[src/sv/acpl_ram.sv]
// ----------------------------------------------------------------------------
// acpl_ram
// Generic single write port, single read port RAM with registered read data.
// ----------------------------------------------------------------------------
module acpl_ram #(
   parameter int WIDTH = 8,
   parameter int DEPTH = 16
) (
   input  logic                     clock,
   input  logic                     wr_en,
   input  logic [$clog2(DEPTH)-1:0] wr_addr,
   input  logic [WIDTH-1:0]         wr_data,
   input  logic [$clog2(DEPTH)-1:0] rd_addr,
   output logic [WIDTH-1:0]         rd_data
);

   logic [WIDTH-1:0] mem_ff [DEPTH];
   logic [WIDTH-1:0] rd_data_ff;

   // write port and registered read port
   always_ff @(posedge clock) begin
      if (wr_en) begin
         mem_ff[wr_addr] <= wr_data;
      end
      rd_data_ff <= mem_ff[rd_addr];
   end

   assign rd_data = rd_data_ff;

endmodule
[config.mk]
export PLATFORM = sky130hd
export DESIGN_NAME = acpl_ram
export DESIGN_NICKNAME = d
export VERILOG_FILES = /design/src/sv/acpl_ram.sv
export SDC_FILE = /design/constraint.sdc
export NUM_CORES = 1
export LEC_CHECK = 0
export ABC_AREA = 1
export ABC_CLOCK_PERIOD_IN_PS = 1400
export BUFFER_PORTS_ARGS = -buffer_cell sky130_fd_sc_hd__buf_2
export CAP_MARGIN = 40
export CORE_MARGIN = 2
export CORE_UTILIZATION = 35
export DETAILED_ROUTE_END_ITERATION = 7
export PLACE_DENSITY = 0.52
export SLEW_MARGIN = 25
export SYNTH_ARGS = -nofsm -noshare
export SYNTH_HDL_FRONTEND = slang
export SYNTH_SLANG_ARGS = --single-unit
[constraint.sdc]
create_clock -name clock -period 1.4 [get_ports clock]
set_input_delay 0.14 -clock clock [delete_from_list [all_inputs] [get_ports clock]]
set_output_delay 0.14 -clock clock [all_outputs]
set_load 0.05 [all_outputs]
### Word level (Yosys, flattened, before mapping)

Memories as Yosys holds them, arrays and structs flattened. A register that Yosys moved wholly into a read port is not among the register bits.
Index checks and enable logic that the tools add are counted.

* mux-type cells: 2

Operators with widths (count)
* $mux 1: 2

* flip-flop bits (word level): 0
* bits in writable memories: 128
* bits of input ports: 18
* output and inout port bits: 8
* memories: 1

Memories
* mem_ff: words 16, bits a word 8, read ports 1, clocked after Yosys merged registers in 1, wr ports 1, RTL line 17 `logic [WIDTH-1:0] mem_ff [DEPTH];`

### Longest topological paths before layout

Gate-level depths: netlist of the first run.

* word-level depth: 2
* mapped depth: 8

### Least setup slack after synthesis of the first run

No wires, ideal clock.

* path type: in2reg
* start point: input port wr_addr[2]
* end point: memory mem_ff[10][0], enable pin
* arrival: 0.721 ns
* data required time: 1.030 ns
* slack: 0.309 ns
* stages: 2
* buffers on the path: 0
* cells stage by stage: nand3b_1 nor2_1

RTL lines
* from (decl): RTL line 11 `input logic [$clog2(DEPTH)-1:0] wr_addr,`
* to (decl): RTL line 17

Straight into the memory's write port.

### Final worst setup path of the first run

* start point: register rd_data_ff[1] (netlist: rd_data[1]), read port of mem_ff
* end point: output port rd_data[1]

RTL lines
* from (decl): RTL line 18 `logic [WIDTH-1:0] rd_data_ff;`
* to (decl): RTL line 14 `output logic [WIDTH-1:0] rd_data`

No word-level cell between the ends.

==> results of run 1 <==
[cell type report]
cell class	count	area, µm²
Fill cell	1575	9210
Clock buffer	17	425
Multi-Input combinational cell	289	1210
Timing Repair Buffer	48	360
Sequential cell	136	4000
Inverter	102	383
Tap cell	216	270
Clock inverter	15	136
[layer usage]
layer	vias to the layer above	track usage [%]	share of wire [%]
met5	-	0	0
met2	78	25.5	49
met4	0	9.14	3.6
li1	1860	-	-
met1	1797	21.1	44
met3	29	3.61	3.4
[cells by family after synthesis]
logic type | after synthesis | share of synthesized area [%]
and+or+nand+nor | 289 | 21.0
buffers and inverters | 126 | 9.52
DFF | 136 | 69.4
[state kept, by name, summed over array words and instances (netlist names)]
register	cells
mem_ff	128
rd_data	8
[final timing paths]
kind / end / slack (ns)
worst min register to register: rd_data[2]$_DFF_P_ / 0.66
worst min-delay path: rd_data[0]$_DFF_P_ / 0.08
worst max register to register: rd_data[0]$_DFF_P_ / 0.35
worst max-delay path: rd_data[1] / 0.20
[placed cells by master, fill, tap and decap left out, drive strengths merged]
| cell | instances |
|---|---|
| nand3b | 2 |
| clkbuf | 17 |
| nand2 | 173 |
| buf | 48 |
| clkinv | 10 |
| inv | 102 |
| nor2 | 17 |
| edfxtp | 128 |
| nand3 | 97 |
| clkinvlp | 3 |
| bufinv | 2 |
| dfxtp | 8 |
[synthesized netlist by cell type]
master                     number
sky130_fd_sc_hd__nand2_1      173
sky130_fd_sc_hd__nor2_1        17
sky130_fd_sc_hd__inv_1        100
sky130_fd_sc_hd__edfxtp_1     128
sky130_fd_sc_hd__buf_4          4
sky130_fd_sc_hd__buf_2         13
sky130_fd_sc_hd__inv_2          2
sky130_fd_sc_hd__nand3_1       97
sky130_fd_sc_hd__buf_1          1
sky130_fd_sc_hd__buf_6          6
sky130_fd_sc_hd__nand3b_1       2
sky130_fd_sc_hd__dfxtp_1        8
[power by group]
part	leakage (nW)	internal [W]	switching, W
Combinational	1.43	0.000182	0.000488
Sequential	1.22	0.00455	0.0000237
Clock	0.271	0.00258	0.00164
[through the flow]
stage                     utilization, %  cells  area [µm²]  hold WS, ns  power (W)
after floorplan                        -    551        5770        0.239    0.00507
after global placement              38.9    791        6230        0.518    0.00533
after detailed placement            38.9    791        6230        0.512    0.00534
after CTS                           42.5    823        6790       0.0642    0.00953
after global routing                42.5    823        6790       0.0993    0.00975
final                               42.5    823        6790       0.0793    0.00947
==> flow_results.xml, run 1 <==
<?xml version="1.0" encoding="UTF-8"?>
<metrics>
  <group name="power_and_ir_drop">
    <metric name="ir_worst_vdd" unit="V">0.000935</metric>
    <metric name="powerDensity" unit="mW/mm²">1390</metric>
    <metric name="p_leak" unit="nW">2.93</metric>
  </group>
  <group name="global_route">
    <metric name="grt_first_pass_wirelength" unit="µm">21000</metric>
    <metric name="grt_overflow_total" unit="">0</metric>
    <metric name="globalRouteTotalUtil" unit="%">16.3</metric>
    <metric name="antenna_found_initial" unit="">0</metric>
    <metric name="largest_net_degree_at_the_start_of_global_routing" unit="">65</metric>
    <metric name="grt_pass1_vias" unit="">3699</metric>
  </group>
  <group name="clock_tree">
    <metric name="clock_path_buffers" unit="">2</metric>
    <metric name="cells_resized_by_post_cts_repair" unit="">0</metric>
    <metric name="cts_tree" unit="">built</metric>
    <metric name="postCtsHoldBufs" unit="">0</metric>
    <metric name="postCtsSetupBuffers" unit="">0</metric>
    <metric name="clock_latency" unit="ns">0.43</metric>
    <metric name="cts.sink_count" unit="">136</metric>
    <metric name="htree_levels" unit="">4</metric>
    <metric name="cts.clk_slew.worst_paths" unit="ns">0.06</metric>
    <metric name="clock_tree.root_cell" unit="">sky130_fd_sc_hd__clkbuf_16</metric>
    <metric name="tritoncts.num_buffers" unit="">17</metric>
  </group>
  <group name="worst_setup_path">
    <metric name="cp.arrival" unit="ns">1.06</metric>
    <metric name="worstSetupPathType" unit="">reg -&gt; out</metric>
    <metric name="worst_setup_path_end_kind" unit="">output port</metric>
    <metric name="worstPathRequired" unit="ns">1.26</metric>
    <metric name="cp_slowest_stage_delay" unit="ns">0.35</metric>
    <metric name="critical_path.startpoint" unit="">rd_data[1]$_DFF_P_</metric>
    <metric name="crit_buf_inv" unit="">1</metric>
    <metric name="worst_r2r_path_depth" unit="">6</metric>
    <metric name="crit_path_max_fanout" unit="">1</metric>
    <metric name="start_kind" unit="">register</metric>
    <metric name="crit-reg2reg-launch" unit="">mem_ff[5][0]$_DFFE_PP_</metric>
    <metric name="critical_path.cell_chain" unit="">buf_2</metric>
    <metric name="cpMaxStageDelayCell" unit="">sky130_fd_sc_hd__dfxtp_1</metric>
    <metric name="worstSetupPathDepth" unit="">1</metric>
    <metric name="crit_family" unit="">flip-flops</metric>
  </group>
  <group name="sta">
    <metric name="fmax" unit="MHz">836</metric>
    <metric name="timing_worst_slew_pin_value" unit="ns">0.428</metric>
    <metric name="timing.clock.skew" unit="ns">0.0103</metric>
    <metric name="post-route-period-util" unit="%">85.4</metric>
    <metric name="rsz0062_at_grt" unit="">false</metric>
    <metric name="final_critical_path_setup_slack" unit="ns">0.204</metric>
    <metric name="layout_min_cycle_time" unit="ns">1.20</metric>
    <metric name="maxSlewHeadroom" unit="%">71.5</metric>
    <metric name="finalSetupViolations" unit="">0</metric>
    <metric name="final-max-slew-violation-count" unit="">0</metric>
    <metric name="hold_violations" unit="">0</metric>
    <metric name="totalNegativeSetupSlack" unit="ns">0</metric>
  </group>
  <group name="synthesis">
    <metric name="most_area_hungry_cell_type_in_the_yosys_netlist" unit="">sky130_fd_sc_hd__edfxtp_1</metric>
    <metric name="synth.top_cells.by_area" unit="">sky130_fd_sc_hd__edfxtp_1 (67%), sky130_fd_sc_hd__nand2_1 (11%), sky130_fd_sc_hd__nand3_1 (8.4%)</metric>
    <metric name="area_share_of_the_largest_cell_type_after_synthesis" unit="%">66.7</metric>
    <metric name="synthesis_warning_total" unit="">0</metric>
    <metric name="ys_types" unit="">12</metric>
    <metric name="synthCells" unit="">551</metric>
    <metric name="synth_nets" unit="">569</metric>
    <metric name="synth_seq_area_share" unit="%">69.4</metric>
    <metric name="post_synth_instance_area" unit="mm²">0.00577</metric>
    <metric name="ys_seq_elements" unit="">136</metric>
    <metric name="synth_area_per_cell" unit="µm²">10.5</metric>
  </group>
  <group name="worst_hold_path">
    <metric name="min_path_cells" unit="">3</metric>
    <metric name="hold_path.startpoint" unit="">rd_addr[3]</metric>
    <metric name="path_class_of_the_lowest_slack_min_delay_path" unit="">in -&gt; reg</metric>
  </group>
  <group name="floorplanning">
    <metric name="die_width" unit="µm">132</metric>
    <metric name="fp.coreArea" unit="mm²">0.0160</metric>
    <metric name="start_util" unit="%">36.0</metric>
    <metric name="pin_count" unit="">26</metric>
    <metric name="row_count" unit="">46</metric>
    <metric name="dieArea" unit="mm²">0.0175</metric>
    <metric name="die_y" unit="µm">132</metric>
  </group>
  <group name="placed_design">
    <metric name="dpl_worst_slack" unit="ns">0.113</metric>
    <metric name="dp_hpwl" unit="µm">8140</metric>
    <metric name="place.gp.congestion" unit="">0.809</metric>
    <metric name="place.port_buffers" unit="">25</metric>
  </group>
  <group name="drt">
    <metric name="route.detailed.wl_per_inst" unit="µm">16.1</metric>
    <metric name="detailedRoute.firstPassIterationCount" unit="">4</metric>
    <metric name="drc" unit="">0</metric>
    <metric name="finalWirelength" unit="µm">13300</metric>
    <metric name="route.antenna.remaining_nets" unit="">0</metric>
    <metric name="viasPerCell" unit="">4.57</metric>
    <metric name="via_count" unit="">3764</metric>
    <metric name="drt_first_iter_violations" unit="">456</metric>
  </group>
  <group name="flow_run">
    <metric name="maxCapViolCount" unit="">0</metric>
  </group>
  <group name="outcome">
    <metric name="run_status" unit="">finished clean</metric>
  </group>
  <group name="final_layout">
    <metric name="drive_above_1_share" unit="%">13.0</metric>
    <metric name="antenna_cells" unit="">0</metric>
    <metric name="num-nets-final" unit="">612</metric>
    <metric name="syn2layout_area_growth" unit="%">17.8</metric>
  </group>
</metrics>
Note: power is estimated with default switching activity, not from simulation.
==> run 2: changes to the inputs <==
--- a/config.mk
+++ b/config.mk
@@ -6,13 +6,13 @@
 export NUM_CORES = 1
 export LEC_CHECK = 0
 export ABC_AREA = 1
-export ABC_CLOCK_PERIOD_IN_PS = 1400
+export ABC_CLOCK_PERIOD_IN_PS = 1000
 export BUFFER_PORTS_ARGS = -buffer_cell sky130_fd_sc_hd__buf_2
 export CAP_MARGIN = 40
 export CORE_MARGIN = 2
 export CORE_UTILIZATION = 35
 export DETAILED_ROUTE_END_ITERATION = 7
-export PLACE_DENSITY = 0.52
+export PLACE_DENSITY = 0.54
 export SLEW_MARGIN = 25
 export SYNTH_ARGS = -nofsm -noshare
 export SYNTH_HDL_FRONTEND = slang
==> constraint.sdc (replaced) <==
create_clock -name clock -period 1 [get_ports clock]
set_input_delay 0.1 -clock clock [delete_from_list [all_inputs] [get_ports clock]]
set_output_delay 0.1 -clock clock [all_outputs]
set_load 0.05 [all_outputs]
==> flow_results.xml, run 2 (synthesis results as in run 1) <==
<?xml version="1.0" encoding="UTF-8"?>
<metrics>
  <group name="outcome">
    <metric name="run_status" unit="">complete, but fails checks</metric>
    <metric name="violations" unit="">setup timing</metric>
  </group>
  <group name="global_route">
    <metric name="grt_pass1_vias" unit="">3694</metric>
    <metric name="largest_net_degree_at_the_start_of_global_routing" unit="">37</metric>
    <metric name="globalRouteTotalUtil" unit="%">15.6</metric>
    <metric name="antenna_found_initial" unit="">0</metric>
    <metric name="grt_overflow_total" unit="">0</metric>
    <metric name="grt_first_pass_wirelength" unit="µm">20300</metric>
  </group>
  <group name="sta">
    <metric name="maxSlewHeadroom" unit="%">71.8</metric>
    <metric name="final_critical_path_setup_slack" unit="ns">-0.0399</metric>
    <metric name="hold_violations" unit="">0</metric>
    <metric name="layout_min_cycle_time" unit="ns">1.04</metric>
    <metric name="timing.clock.skew" unit="ns">0.00936</metric>
    <metric name="timing_worst_slew_pin_value" unit="ns">0.423</metric>
    <metric name="rsz0062_at_grt" unit="">true</metric>
    <metric name="final-max-slew-violation-count" unit="">0</metric>
    <metric name="minimum_hold_slack" unit="ns">0.0660</metric>
    <metric name="post-route-period-util" unit="%">104</metric>
    <metric name="finalSetupViolations" unit="">5</metric>
    <metric name="fmax" unit="MHz">962</metric>
  </group>
  <group name="worst_setup_path">
    <metric name="cpMaxStageDelayCell" unit="">sky130_fd_sc_hd__dfxtp_4</metric>
    <metric name="ff_to_ff_end" unit="">rd_data[3]$_DFF_P_</metric>
    <metric name="crit_family" unit="">flip-flops</metric>
    <metric name="critical_path.cell_chain" unit="">buf_8</metric>
    <metric name="crit_path_max_fanout" unit="">1</metric>
    <metric name="cp.arrival" unit="ns">0.94</metric>
    <metric name="start_kind" unit="">register</metric>
    <metric name="worstSetupPathType" unit="">reg -&gt; out</metric>
    <metric name="worst_setup_path_end_kind" unit="">output port</metric>
    <metric name="worstPathRequired" unit="ns">0.90</metric>
    <metric name="worst_r2r_path_depth" unit="">6</metric>
    <metric name="crit-reg2reg-launch" unit="">mem_ff[7][3]$_DFFE_PP_</metric>
    <metric name="crit_buf_inv" unit="">1</metric>
    <metric name="cp_slowest_stage_delay" unit="ns">0.37</metric>
    <metric name="ff2ff_setup_slack" unit="ns">0.06</metric>
  </group>
  <group name="final_layout">
    <metric name="syn2layout_area_growth" unit="%">25.1</metric>
    <metric name="most-common-layout-cells" unit="">sky130_fd_sc_hd__nand2_1 (171), sky130_fd_sc_hd__edfxtp_1 (128), sky130_fd_sc_hd__inv_1 (100)</metric>
    <metric name="num-nets-final" unit="">621</metric>
    <metric name="filler_cell_count" unit="">1493</metric>
    <metric name="layout_commonest_cell" unit="">sky130_fd_sc_hd__nand2_1</metric>
    <metric name="drive_above_1_share" unit="%">19.2</metric>
    <metric name="final_core_util" unit="%">45.1</metric>
    <metric name="antenna_cells" unit="">0</metric>
    <metric name="final_cells" unit="">832</metric>
    <metric name="registers.top_by_ff_count" unit="">mem_ff</metric>
    <metric name="max_reg_flops" unit="">128</metric>
  </group>
  <group name="floorplanning">
    <metric name="start_util" unit="%">36.0</metric>
    <metric name="dieArea" unit="mm²">0.0175</metric>
    <metric name="row_count" unit="">46</metric>
    <metric name="die_y" unit="µm">132</metric>
    <metric name="die_width" unit="µm">132</metric>
    <metric name="fp.coreArea" unit="mm²">0.0160</metric>
    <metric name="pin_count" unit="">26</metric>
  </group>
  <group name="clock_tree">
    <metric name="cts.sink_count" unit="">136</metric>
    <metric name="cts_tree" unit="">built</metric>
    <metric name="cts.clk_slew.worst_paths" unit="ns">0.06</metric>
    <metric name="postCtsHoldBufs" unit="">0</metric>
    <metric name="clock_path_buffers" unit="">2</metric>
    <metric name="postCtsSetupBuffers" unit="">0</metric>
    <metric name="tritoncts.num_buffers" unit="">17</metric>
    <metric name="htree_levels" unit="">4</metric>
    <metric name="clock_tree.root_cell" unit="">sky130_fd_sc_hd__clkbuf_16</metric>
    <metric name="clock_latency" unit="ns">0.42</metric>
  </group>
  <group name="drt">
    <metric name="drc" unit="">0</metric>
    <metric name="route.detailed.wl_per_inst" unit="µm">15.9</metric>
    <metric name="finalWirelength" unit="µm">13200</metric>
    <metric name="via_count" unit="">3809</metric>
    <metric name="viasPerCell" unit="">4.58</metric>
    <metric name="drt_first_iter_violations" unit="">298</metric>
    <metric name="route.antenna.remaining_nets" unit="">0</metric>
    <metric name="detailedRoute.firstPassIterationCount" unit="">5</metric>
  </group>
  <group name="worst_hold_path">
    <metric name="hold_path.startpoint" unit="">wr_data[1]</metric>
    <metric name="whs_endpoint" unit="">mem_ff[6][1]$_DFFE_PP_</metric>
    <metric name="path_class_of_the_lowest_slack_min_delay_path" unit="">in -&gt; reg</metric>
    <metric name="min_path_cells" unit="">1</metric>
  </group>
  <group name="power_and_ir_drop">
    <metric name="power.switching" unit="W">0.00304</metric>
    <metric name="p_leak" unit="nW">3.10</metric>
    <metric name="internal_power" unit="W">0.0114</metric>
    <metric name="power.clock.fraction" unit="%">48.1</metric>
    <metric name="sw_share" unit="%">21.0</metric>
    <metric name="ir_worst_vdd" unit="V">0.00131</metric>
    <metric name="p_comb_share" unit="%">7.4</metric>
    <metric name="power.total" unit="W">0.0145</metric>
    <metric name="power.share.sequential" unit="%">44.5</metric>
    <metric name="powerDensity" unit="mW/mm²">2010</metric>
  </group>
  <group name="placed_design">
    <metric name="dp_hpwl" unit="µm">8510</metric>
    <metric name="dpl_worst_slack" unit="ns">-0.193</metric>
    <metric name="place.gp.congestion" unit="">0.812</metric>
    <metric name="dpl.cell_count" unit="">800</metric>
    <metric name="place.port_buffers" unit="">25</metric>
  </group>
  <group name="flow_run">
    <metric name="maxCapViolCount" unit="">0</metric>
  </group>
</metrics>
run 2: cell types whose count changed in the layout (fill, tap and decap cells not counted), moves of 4 or more:
cell                        delta
sky130_fd_sc_hd__buf_8         +7
sky130_fd_sc_hd__buf_12        +5
sky130_fd_sc_hd__nand3_2      +18
sky130_fd_sc_hd__nand3_1      -18
sky130_fd_sc_hd__buf_4         +4
sky130_fd_sc_hd__bufinv_16     +4
sky130_fd_sc_hd__clkinv_2      -4
sky130_fd_sc_hd__dfxtp_2       +7
sky130_fd_sc_hd__dfxtp_1       -8
sky130_fd_sc_hd__buf_2         -8
run 2: metrics by stage:
step                      instance area (µm²)  setup TNS (ns)
after global placement                   6370           -7.47
after detailed placement                 6370           -9.17
final                                    7210         -0.0797
after floorplan                          5770           -4.12
after CTS                                7120          -0.149
after global routing                     7210          -0.240
run 2: power by group through the flow:
| stage | Combinational [W] | Sequential (W) | Clock (W) |
|---|---|---|---|
| after floorplan | 0.000452 | 0.00665 | 0 |
| after global placement | 0.000956 | 0.00654 | 0 |
| after detailed placement | 0.000964 | 0.00654 | 0 |
| after CTS | 0.00103 | 0.00644 | 0.00703 |
| after global routing | 0.00116 | 0.00645 | 0.00729 |
| final | 0.00106 | 0.00644 | 0.00697 |
run 2: how the worst max path moves through the flow:
| stage | depth (start not counted) | startpoint | slack [ns] | end |
|---|---|---|---|---|
| final | 1 | rd_data[2]$_DFF_P_ | -0.04 | rd_data[2] |
| after global routing | 1 | rd_data[2]$_DFF_P_ | -0.06 | rd_data[2] |
| after CTS | 1 | rd_data[2]$_DFF_P_ | -0.06 | rd_data[2] |
| after detailed placement | 7 | rd_addr[0] | -0.19 | rd_data[4]$_DFF_P_ |
| after global placement | 7 | rd_addr[0] | -0.17 | rd_data[4]$_DFF_P_ |
| after floorplan | 2 | wr_addr[2] | -0.05 | mem_ff[10][0]$_DFFE_PP_ |
run 2: metal layers:
layer  vias up  track usage, %  wire length, µm
li1       1880               -                -
met1      1843            19.7             5940
met2        66            26.2             6610
met3        20            3.23              416
met4         0            6.57              232
met5         -               0                0
run 2: final cells by class:
type	count	area (µm²)	share of cell area [%]
Sequential cell	136	4020	55.7
Clock buffer	20	437	6.05
Timing Repair Buffer	57	567	7.86
Tap cell	216	270	3.75
Multi-Input combinational cell	289	1320	18.2
Inverter	102	383	5.31
Clock inverter	12	224	3.10
run 2: timing repair:
action	4_1_cts	5_1_grt
resized for setup	32	20
endpoints found under the setup margin	9	15
cloned	0	0
pin swaps	0	6
